File: src/sv/list_scheduling_makespan_core_assert.svh
// Assertion macros shared by the list scheduling makespan core.
`ifndef LIST_SCHEDULING_MAKESPAN_CORE_ASSERT_SVH
`define LIST_SCHEDULING_MAKESPAN_CORE_ASSERT_SVH

`ifndef NO_ASSERTIONS

// Checked property, disabled while reset is high.
`define LSM_ASSERT(label, clk, rst, prop, msg) \
   label: assert property (@(posedge clk) disable iff (rst) prop) else $error(msg);

// Checked property that also holds during reset.
`define LSM_ASSERT_ALWAYS(label, clk, prop, msg) \
   label: assert property (@(posedge clk) prop) else $error(msg);

`else

`define LSM_ASSERT(label, clk, rst, prop, msg)
`define LSM_ASSERT_ALWAYS(label, clk, prop, msg)

`endif

`endif

File: src/sv/lsm_pkg.sv
// Types, constants and helper functions for the list scheduling makespan core.
package lsm_pkg;

   // Default number of stage cells in the ring.
   localparam int LSM_MAX_STAGES = 16;

   // Field widths.
   localparam int FINISH_W = 32;
   localparam int DUR_W = 16;
   localparam int CSR_W = 5;

   // Reset value of the stage count register.
   localparam logic [CSR_W-1:0] STAGE_COUNT_RESET = 5'd1;

   // Controls shared by every cell of the ring.
   typedef struct packed {
      logic                shift;
      logic                clear;
      logic [FINISH_W-1:0] wdata;
   } lsm_cell_ctrl_type;

   // Finish time plus a duration, saturating at the top of the range.
   function automatic logic [FINISH_W-1:0] sat_add(input logic [FINISH_W-1:0] base,
                                                   input logic [DUR_W-1:0] dur);
      logic [FINISH_W:0] wide;
      wide = {1'b0, base} + {{(FINISH_W+1-DUR_W){1'b0}}, dur};
      sat_add = wide[FINISH_W] ? {FINISH_W{1'b1}} : wide[FINISH_W-1:0];
   endfunction

endpackage

File: src/sv/list_scheduling_makespan_core.sv
// The ring of stage cells rotates once per request past a single min/max comparator;
// then the update state writes the chosen stage. A new request is taken only in idle
// or as the update of the previous request completes.
// Reset is synchronous and active high: all finish times clear, stage count returns to 1.
// A full result register holds its makespan until taken and stalls only the final update.
module list_scheduling_makespan_core
   import lsm_pkg::*;
#(
   parameter int MAX_STAGES = LSM_MAX_STAGES
)
(
   input  logic                clock,
   input  logic                reset,
   input  logic                csr_wr_en,
   input  logic [CSR_W-1:0]    csr_wr_data,
   input  logic                req_valid,
   output logic                req_stall,
   input  logic [DUR_W-1:0]    req_duration,
   input  logic                req_last_job,
   output logic                rsp_valid,
   input  logic                rsp_stall,
   output logic [FINISH_W-1:0] rsp_makespan
);

`include "list_scheduling_makespan_core_assert.svh"

   localparam int IDX_W = (MAX_STAGES > 1) ? $clog2(MAX_STAGES) : 1;
   localparam int CNT_W = $clog2(MAX_STAGES + 1);
   localparam logic [IDX_W-1:0] IDX_LAST = IDX_W'(MAX_STAGES - 1);

   // Sequencer states.
   localparam logic [1:0] ST_IDLE   = 2'd0;
   localparam logic [1:0] ST_SCAN   = 2'd1;
   localparam logic [1:0] ST_UPDATE = 2'd2;

   logic [1:0]          state_ff, state_in;
   logic [IDX_W-1:0]    idx_ff, idx_in;
   logic [IDX_W-1:0]    pick_ff, pick_in;
   logic [FINISH_W-1:0] min_ff, min_in;
   logic [FINISH_W-1:0] max_ff, max_in;
   logic [DUR_W-1:0]    dur_ff, dur_in;
   logic                last_ff, last_in;
   logic [CSR_W-1:0]    stage_count_ff;
   logic                rsp_valid_ff, rsp_valid_in;
   logic [FINISH_W-1:0] rsp_makespan_ff, rsp_makespan_in;

   logic [CNT_W-1:0]    stages_used;
   logic                req_accept;
   logic                upd_done;
   logic                rsp_free;
   logic [FINISH_W-1:0] sum_sat;
   logic [FINISH_W-1:0] head;
   lsm_cell_ctrl_type   cell_ctrl;
   logic [FINISH_W-1:0] finish [MAX_STAGES];
   logic [MAX_STAGES-1:0] cell_load;
   logic [MAX_STAGES-1:0] cell_busy;

   // Stage count register; write only while idle (the block itself does not enforce this).
   always_ff @(posedge clock) begin
      if (reset) begin
         stage_count_ff <= STAGE_COUNT_RESET;
      end else if (csr_wr_en) begin
         stage_count_ff <= csr_wr_data;
      end
   end

   // Zero counts as one stage; counts above the ring size are clamped.
   always_comb begin
      if (stage_count_ff == '0) begin
         stages_used = CNT_W'(1);
      end else if (32'(stage_count_ff) > 32'(MAX_STAGES)) begin
         stages_used = CNT_W'(MAX_STAGES);
      end else begin
         stages_used = CNT_W'(stage_count_ff);
      end
   end

   // Handshake: a new request enters in idle or as the update cycle completes.
   assign rsp_free   = !rsp_valid_ff || !rsp_stall;
   assign upd_done   = !last_ff || rsp_free;
   assign req_stall  = !((state_ff == ST_IDLE) || ((state_ff == ST_UPDATE) && upd_done));
   assign req_accept = req_valid && !req_stall;

   assign head    = finish[0];
   assign sum_sat = sat_add(min_ff, dur_ff);

   // Sequencer: rotate the ring once, tracking the earliest in-use stage and the latest stage.
   always_comb begin
      state_in        = state_ff;
      idx_in          = idx_ff;
      pick_in         = pick_ff;
      min_in          = min_ff;
      max_in          = max_ff;
      dur_in          = dur_ff;
      last_in         = last_ff;
      rsp_valid_in    = rsp_valid_ff && rsp_stall;
      rsp_makespan_in = rsp_makespan_ff;

      case (state_ff)
         ST_IDLE: begin
         end
         ST_SCAN: begin
            if (idx_ff == '0) begin
               min_in  = head;
               max_in  = head;
               pick_in = '0;
            end else begin
               if ((CNT_W'(idx_ff) < stages_used) && (head < min_ff)) begin
                  min_in  = head;
                  pick_in = idx_ff;
               end
               if (head > max_ff) begin
                  max_in = head;
               end
            end
            if (idx_ff == IDX_LAST) begin
               idx_in   = '0;
               state_in = ST_UPDATE;
            end else begin
               idx_in = IDX_W'(idx_ff + 1'b1);
            end
         end
         ST_UPDATE: begin
            if (upd_done) begin
               state_in = ST_IDLE;
               if (last_ff) begin
                  rsp_valid_in    = 1'b1;
                  rsp_makespan_in = (sum_sat > max_ff) ? sum_sat : max_ff;
               end
            end
         end
         default: begin
            state_in = ST_IDLE;
            idx_in   = '0;
         end
      endcase

      // Capture a new request; it starts the scan on the next cycle.
      if (req_accept) begin
         state_in = ST_SCAN;
         idx_in   = '0;
         dur_in   = req_duration;
         last_in  = req_last_job;
      end
   end

   always_ff @(posedge clock) begin
      if (reset) begin
         state_ff     <= ST_IDLE;
         idx_ff       <= '0;
         rsp_valid_ff <= 1'b0;
      end else begin
         state_ff     <= state_in;
         idx_ff       <= idx_in;
         rsp_valid_ff <= rsp_valid_in;
      end
   end

   always_ff @(posedge clock) begin
      pick_ff         <= pick_in;
      min_ff          <= min_in;
      max_ff          <= max_in;
      dur_ff          <= dur_in;
      last_ff         <= last_in;
      rsp_makespan_ff <= rsp_makespan_in;
   end

   assign rsp_valid    = rsp_valid_ff;
   assign rsp_makespan = rsp_makespan_ff;

   // Ring controls: rotate while scanning, clear after a last request, else write the pick.
   assign cell_ctrl.shift = (state_ff == ST_SCAN);
   assign cell_ctrl.clear = (state_ff == ST_UPDATE) && last_ff && upd_done;
   assign cell_ctrl.wdata = sum_sat;

   // Ring of stage cells; cell 0 sees stage k after k rotation steps.
   for (genvar gi = 0; gi < MAX_STAGES; gi++) begin : g_cell
      assign cell_load[gi] = (state_ff == ST_UPDATE) && !last_ff && (pick_ff == IDX_W'(gi));
      assign cell_busy[gi] = (finish[gi] != '0);

      lsm_cell u_cell (
         .clock    (clock),
         .reset    (reset),
         .ctrl     (cell_ctrl),
         .load     (cell_load[gi]),
         .shift_in (finish[(gi + 1) % MAX_STAGES]),
         .finish   (finish[gi])
      );
   end

   // Assertions.
   `LSM_ASSERT(a_rsp_from_update, clock, reset,
      $rose(rsp_valid_ff) |-> $past((state_ff == ST_UPDATE) && last_ff),
      "makespan appeared without a completed last request")
   `LSM_ASSERT_ALWAYS(a_idx_only_in_scan, clock,
      (state_ff != ST_SCAN) |-> (idx_ff == '0),
      "scan counter left nonzero outside the scan")
   `LSM_ASSERT(a_ring_cleared, clock, reset,
      ((state_ff == ST_UPDATE) && last_ff && upd_done) |=> (cell_busy == '0),
      "stage finish times not cleared after a last request")

endmodule

File: src/sv/lsm_cell.sv
// One ring cell holding the finish time of a single stage.
module lsm_cell
   import lsm_pkg::*;
(
   input  logic                clock,
   input  logic                reset,
   input  lsm_cell_ctrl_type   ctrl,
   input  logic                load,
   input  logic [FINISH_W-1:0] shift_in,
   output logic [FINISH_W-1:0] finish
);

   logic [FINISH_W-1:0] finish_ff;
   logic [FINISH_W-1:0] finish_in;

   // Clear wins over a load, and a load over a rotation step.
   always_comb begin
      finish_in = finish_ff;
      if (ctrl.clear) begin
         finish_in = '0;
      end else if (load) begin
         finish_in = ctrl.wdata;
      end else if (ctrl.shift) begin
         finish_in = shift_in;
      end
   end

   always_ff @(posedge clock) begin
      if (reset) begin
         finish_ff <= '0;
      end else begin
         finish_ff <= finish_in;
      end
   end

   assign finish = finish_ff;

endmodule
File: config.mk
export PLATFORM = sky130hd
export DESIGN_NAME = list_scheduling_makespan_core
export DESIGN_NICKNAME = d
export VERILOG_FILES = /design/src/sv/lsm_pkg.sv /design/src/sv/list_scheduling_makespan_core.sv /design/src/sv/lsm_cell.sv
export VERILOG_INCLUDE_DIRS = /design/src /design/src/sv
export SDC_FILE = /design/constraint.sdc
export NUM_CORES = 1
export LEC_CHECK = 0
export BUFFER_PORTS_ARGS = -buffer_cell sky130_fd_sc_hd__buf_2
export CORE_AREA = 2 2 212 297
export DETAILED_ROUTE_END_ITERATION = 10
export DIE_AREA = 0 0 214 299
export PLACE_DENSITY = 0.76
export SYNTH_ARGS = -nofsm -noshare
export SYNTH_HDL_FRONTEND = slang
export SYNTH_HIERARCHICAL = 1
export SYNTH_SLANG_ARGS = --single-unit
File: constraint.sdc
create_clock -name clock -period 5.6 [get_ports clock]
set_clock_uncertainty 0.15 [all_clocks]
set_input_delay 0.28 -clock clock [delete_from_list [all_inputs] [get_ports clock]]
set_output_delay 0.28 -clock clock [all_outputs]
set_load 0.03 [all_outputs]
After elaboration in Yosys (flattened, before gate mapping)

Cells that the tools add are included.

Register bits: 641
Input bits: 27
Word-level logic and storage cells: 168

Add/subtract/negate cells: 2
Magnitude comparators: 5
Equality and inequality tests: 23
Multiplexer cells: 50
Bitwise operators: 1
Reduce and logical (&&, ||, !) cells: 60

Operators with widths:

| operator            | number |
|---|---|
| $mux 32             | 38 |
| $gt 32x32->1        | 2 |
| $eq 4x4->1 const B  | 9 |
| $reduce_bool 2->1   | 18 |
| $add 32x16->33      | 1 |
| $lt 32x32->1        | 1 |
| $logic_and 1x1->1   | 23 |
| $eq 4x3->1 const B  | 4 |
| $mux 5              | 2 |
| $reduce_and 3->1    | 3 |
| $eq 4x2->1 const B  | 2 |
| $logic_not 4->1     | 2 |
| $mux 4              | 2 |
| $pmux 4 s2          | 1 |
| $pmux 2 s3          | 1 |
| $reduce_or 2->1     | 3 |
| $gt 5x5->1 const B  | 1 |
| $logic_not 5->1     | 1 |
| $lt 4x5->1          | 1 |
| $add 4x1->4 const B | 1 |
| $eq 4x1->1 const B  | 1 |
| $logic_not 1->1     | 4 |
| $mux 1              | 4 |
| $mux 2              | 2 |
| 10 further kinds    | 14 |

Logic depth before layout (Yosys ltp)

Depth in word-level cells: 8
Mapped depth: 19
Gate-level depth less buffers: 17

Cells and area by module

The synthesis kept the hierarchy.

By module, submodules not included:

| module                        | instances | cells each | area each (um2) | seq. area each (um2) |
|---|---|---|---|---|
| lsm_cell                      | 16        | 143        | 1756.7          | 640.6 |
| list_scheduling_makespan_core | 1         | 767        | 8354.3          | 3753.6 |

Least setup slack after synthesis

Ideal clock, no wire load.

Path type: reg-to-reg
Start: register min_ff[21]
End: register min_ff[0] (enable)
Library setup time: 0.484 ns
Arrival time: 4.305 ns
Required time: 4.966 ns
Setup slack: 0.661 ns
Cell stages (with the launch flop): 10
Path buffers: 0
Clock period less this slack: 4.939 ns
Cells stage by stage: edfxtp_1 > inv_1 > ha_1 > a21o_1 > a21o_1 > a21oi_1 > o21ai_0 > a211oi_1 > a2111oi_0 > o31ai_1

Word-level cells in the longest chain between the ends: 4

RTL lines:

| item                        | line                                 | text |
|---|---|---|
| start: declaration          | list_scheduling_makespan_core.sv:39  | `logic [FINISH_W-1:0] min_ff, min_in;` |
| start signal: assignment    | list_scheduling_makespan_core.sv:161 | `min_ff <= min_in;` |
| $lt 32x32->1                | list_scheduling_makespan_core.sv:108 | `if ((CNT_W'(idx_ff) < stages_used) && (head < min_ff)) begin` |
| $logic_and 1x1->1           | list_scheduling_makespan_core.sv:108 |  |
| $reduce_bool 2->1 (no line) | n/a                                  |  |
| $reduce_and 2->1 (no line)  | n/a                                  |  |

Every way passes these cells.
A chain may end at the register's enable or synchronous reset.

==> results.toml <==
[power]
pwr-share-clk = 0.404
p_per_area_mw_per_mm2 = 271
p_sw_w = 0.00276
combPwrFrac = 0.143
leakagePower_nw = 21.5
irDropWorstVdd_mv = 0.227
swShare = 0.261
internal-power_w = 0.00781
p_seq_frac = 0.453

[critical_path]
cp_data_required_time_ps = 5830
worstPathArrival_ps = 5530
cp-startpoint = "min_ff[0]$_DFFE_PP_"
endpoint_kind = "flop"
setup.worst_path.class = "flop to flop"
r2r_start = "min_ff[0]$_DFFE_PP_"
start_kind = "flop"
crit_fanout = 23

[synthesis]
yosysSeqAreaShare = 0.384
ys_types = 76
synth_warnings = 6
netlist_instances = 3055
async_flop_share = 0
synth_seq_cells = 641
synth_edf_count = 117
syn-num-nets = 3199
syn_area_mm2 = 0.0365
synth.avg_cell_area_um2 = 11.9
ys.flop_type = "dfxtp_1"

[timing]
slew_headroom = 0.161
maxSlewViolCount = 0
fin_crit_sh = 0.945
rsz0062_at_grt = "no"
min_period_ps = 5290
final.setup.worst_slack_ps = 306
finalSetupViolCount = 0
finalHoldViolations = 0
fmax_mhz = 189
worstMarginPinSlew_ps = 1260
fin_tns_setup_ps = 0

[floorplanning]
start_util = 0.593
core_mm2 = 0.0615
ios = 61
num_rows = 108
design.die.area_mm2 = 0.0640
die_x_um = 214
die_height_um = 299

[global_route]
antenna_found_initial = 2
gr-total-overflow = 0
grt_pass1_wl_um = 144000
grt_pass1_vias = 25300
grt_start_max_net_pins = 120
track_usage = 0.284

[detailed_routing]
wl_per_cell_um = 23.7
drt-initial-drc-count = 1954
via_count = 24300
vias_per_cell = 6.20
drcViolationCount = 0
ant_nets = 0
wl_um = 92800
drt_pass1_iterations = 6

[finish]
nets = 3190
drive_gt1_frac = 0.265
syn_to_final_growth_pct = 7.00

[flow_run]
maxCapViolations = 0

[cts]
htree_num_levels = 2
cts.sinks = 641
cts_buffers = 60
worst_skew_pair.late_latency_ps = 640
post_cts_buffers = 0
cts_tree = "yes"
cts_max_path_buffers = 3
ctsRootBufferMaster = "clkbuf_16"
clk_pin_slew_worst_paths_ps = 60

[placed_design]
io_buffers = 60
dp_slack_ps = 240
place_congestion = 0.882
hpwl_um = 58500

[run_status]
outcome = "complete, no violations"

[hold_path]
hp-class = "primary input to flop"
hp-start = "reset"
## power by group through the flow
stage | clock [W] | sequential [W] | combinational [W]
after global placement | 0 | 0.00490 | 0.00143
after floorplan | 0 | 0.00489 | 0.00113
after CTS | 0.00434 | 0.00480 | 0.00149
after global routing | 0.00451 | 0.00480 | 0.00159
final | 0.00427 | 0.00480 | 0.00151
after detailed placement | 0 | 0.00490 | 0.00146
## Yosys cell counts, types with 9 or more instances
cell        n  share of area
nand4_1    25         0.0043
nand2b_1  522          0.090
mux2_2     34          0.011
buf_12     48          0.026
buf_2      85          0.012
mux2_4    497           0.20
edfxtp_1  117          0.096
nand2_1    53         0.0055
dfxtp_1   524           0.29
nand3_1    15         0.0021
buf_6      20         0.0062
inv_1      73         0.0075
buf_4      17         0.0035
a21oi_1    54         0.0074
o211a_1   512           0.14
o21ai_0    22         0.0030
a21o_1     33         0.0068
clkbuf_1   70         0.0072
nor3_1     13         0.0018
o21ai_1     9         0.0012
nor2_1     62         0.0064
ha_1      116          0.040
## path summary, 6_finish.rpt
| path | depth (start not counted) | slack, ps | endpoint |
|---|---|---|---|
| setup / recovery | 16 | 310 | rsp_makespan[31]$_DFFE_PP_ |
| hold / removal | 2 | 30 | stage_count_ff[1]$_SDFFE_PP0P_ |
| setup reg to reg | 16 | 310 | rsp_makespan[31]$_DFFE_PP_ |
| hold reg to reg | 0 | 410 | max_ff[13]$_DFFE_PP_ |
## repair_timing
action	4_1_cts	5_1_grt
resized for setup	0	2
setup endpoints to repair	0	17
hold buffers	32	0
hold endpoints to repair	29	0
## cell usage in the layout, fill, tap and decap left out, drive strengths merged, types with 3 or more instances in the layout
cell type / count
nor4: 9
mux2: 535
a21oi: 55
o21ai: 32
o21a: 7
ha: 116
dlygate4sd3: 32
and4: 5
xor2: 7
a21o: 33
a211oi: 9
bufinv: 4
inv: 78
o211ai: 9
nand3: 15
nand2: 54
mux2i: 5
nor2: 62
and2: 6
nand2b: 522
xnor2: 6
nand4: 25
clkbuf: 89
clkinv: 14
buf: 137
dfxtp: 524
edfxtp: 117
o211a: 512
a221oi: 3
or3: 6
and3: 4
nor3: 13
a31oi: 8
nor2b: 8
## worst max-delay path, cell delays in order, from the launching register on
cell      delay (ps)
edfxtp_1         400
ha_1             260
fa_1             440
a211oi_1         350
o21a_2           300
a211oi_4         120
o211ai_1         230
buf_4            270
buf_4            250
a21bo_1          430
ha_1             400
and4_1           200
a221oi_1         270
o21ai_1          100
a22oi_2          270
inv_4            220
mux2_1           370
## registers in the layout, summed over array words and instances (netlist names)
register	flops
g_cell.u_cell/finish	512
stage_count_ff	5
dur_ff	16
rsp_valid	1
last_ff	1
state_ff	2
min_ff	32
max_ff	32
rsp_makespan	32
pick_ff	4
idx_ff	4
## metal layers
metal  vias up  part of all wire  GRT usage
li1      11100                 -          -
met1     12300              0.41      0.339
met2       700              0.50      0.513
met3       210             0.046     0.0357
met4         2             0.042      0.117
met5         -           0.00014          0
## stage by stage
step                      cells  area [um2]   util  hold slack (ps)  total power, W
after global placement     3777       36600  0.596              312         0.00632
after CTS                  3921       39000  0.634             2.06          0.0106
after global routing       3921       39000  0.634             52.4          0.0109
final                      3922       39000  0.635             27.0          0.0106
after floorplan            3055       36500      -              229         0.00602
after detailed placement   3777       36600  0.596              309         0.00635
## final cells by class
class | count | area (um2)
Antenna cell | 1 | 2.50
Inverter | 74 | 288
Sequential cell | 641 | 14000
Clock inverter | 23 | 223
Timing Repair Buffer | 169 | 1260
Tap cell | 825 | 1030
Clock buffer | 89 | 1820
Multi-Input combinational cell | 2100 | 20400
Fill cell | 4695 | 22500
## logic make-up (layout without fill, tap and decap cells)
family	after synthesis	count (layout)	synth area share
other	0	1	0
adders and majority gates	117	117	0.0404
DFF	641	641	0.384
xor gates and xnor gates	13	13	0.00312
muxes	540	540	0.218
buffers and inverters	314	355	0.0625
AOI/OAI and AO/OA	692	692	0.173
and+or+nand+nor	738	738	0.119
No activity file was read; power rests on OpenSTA's default activity.
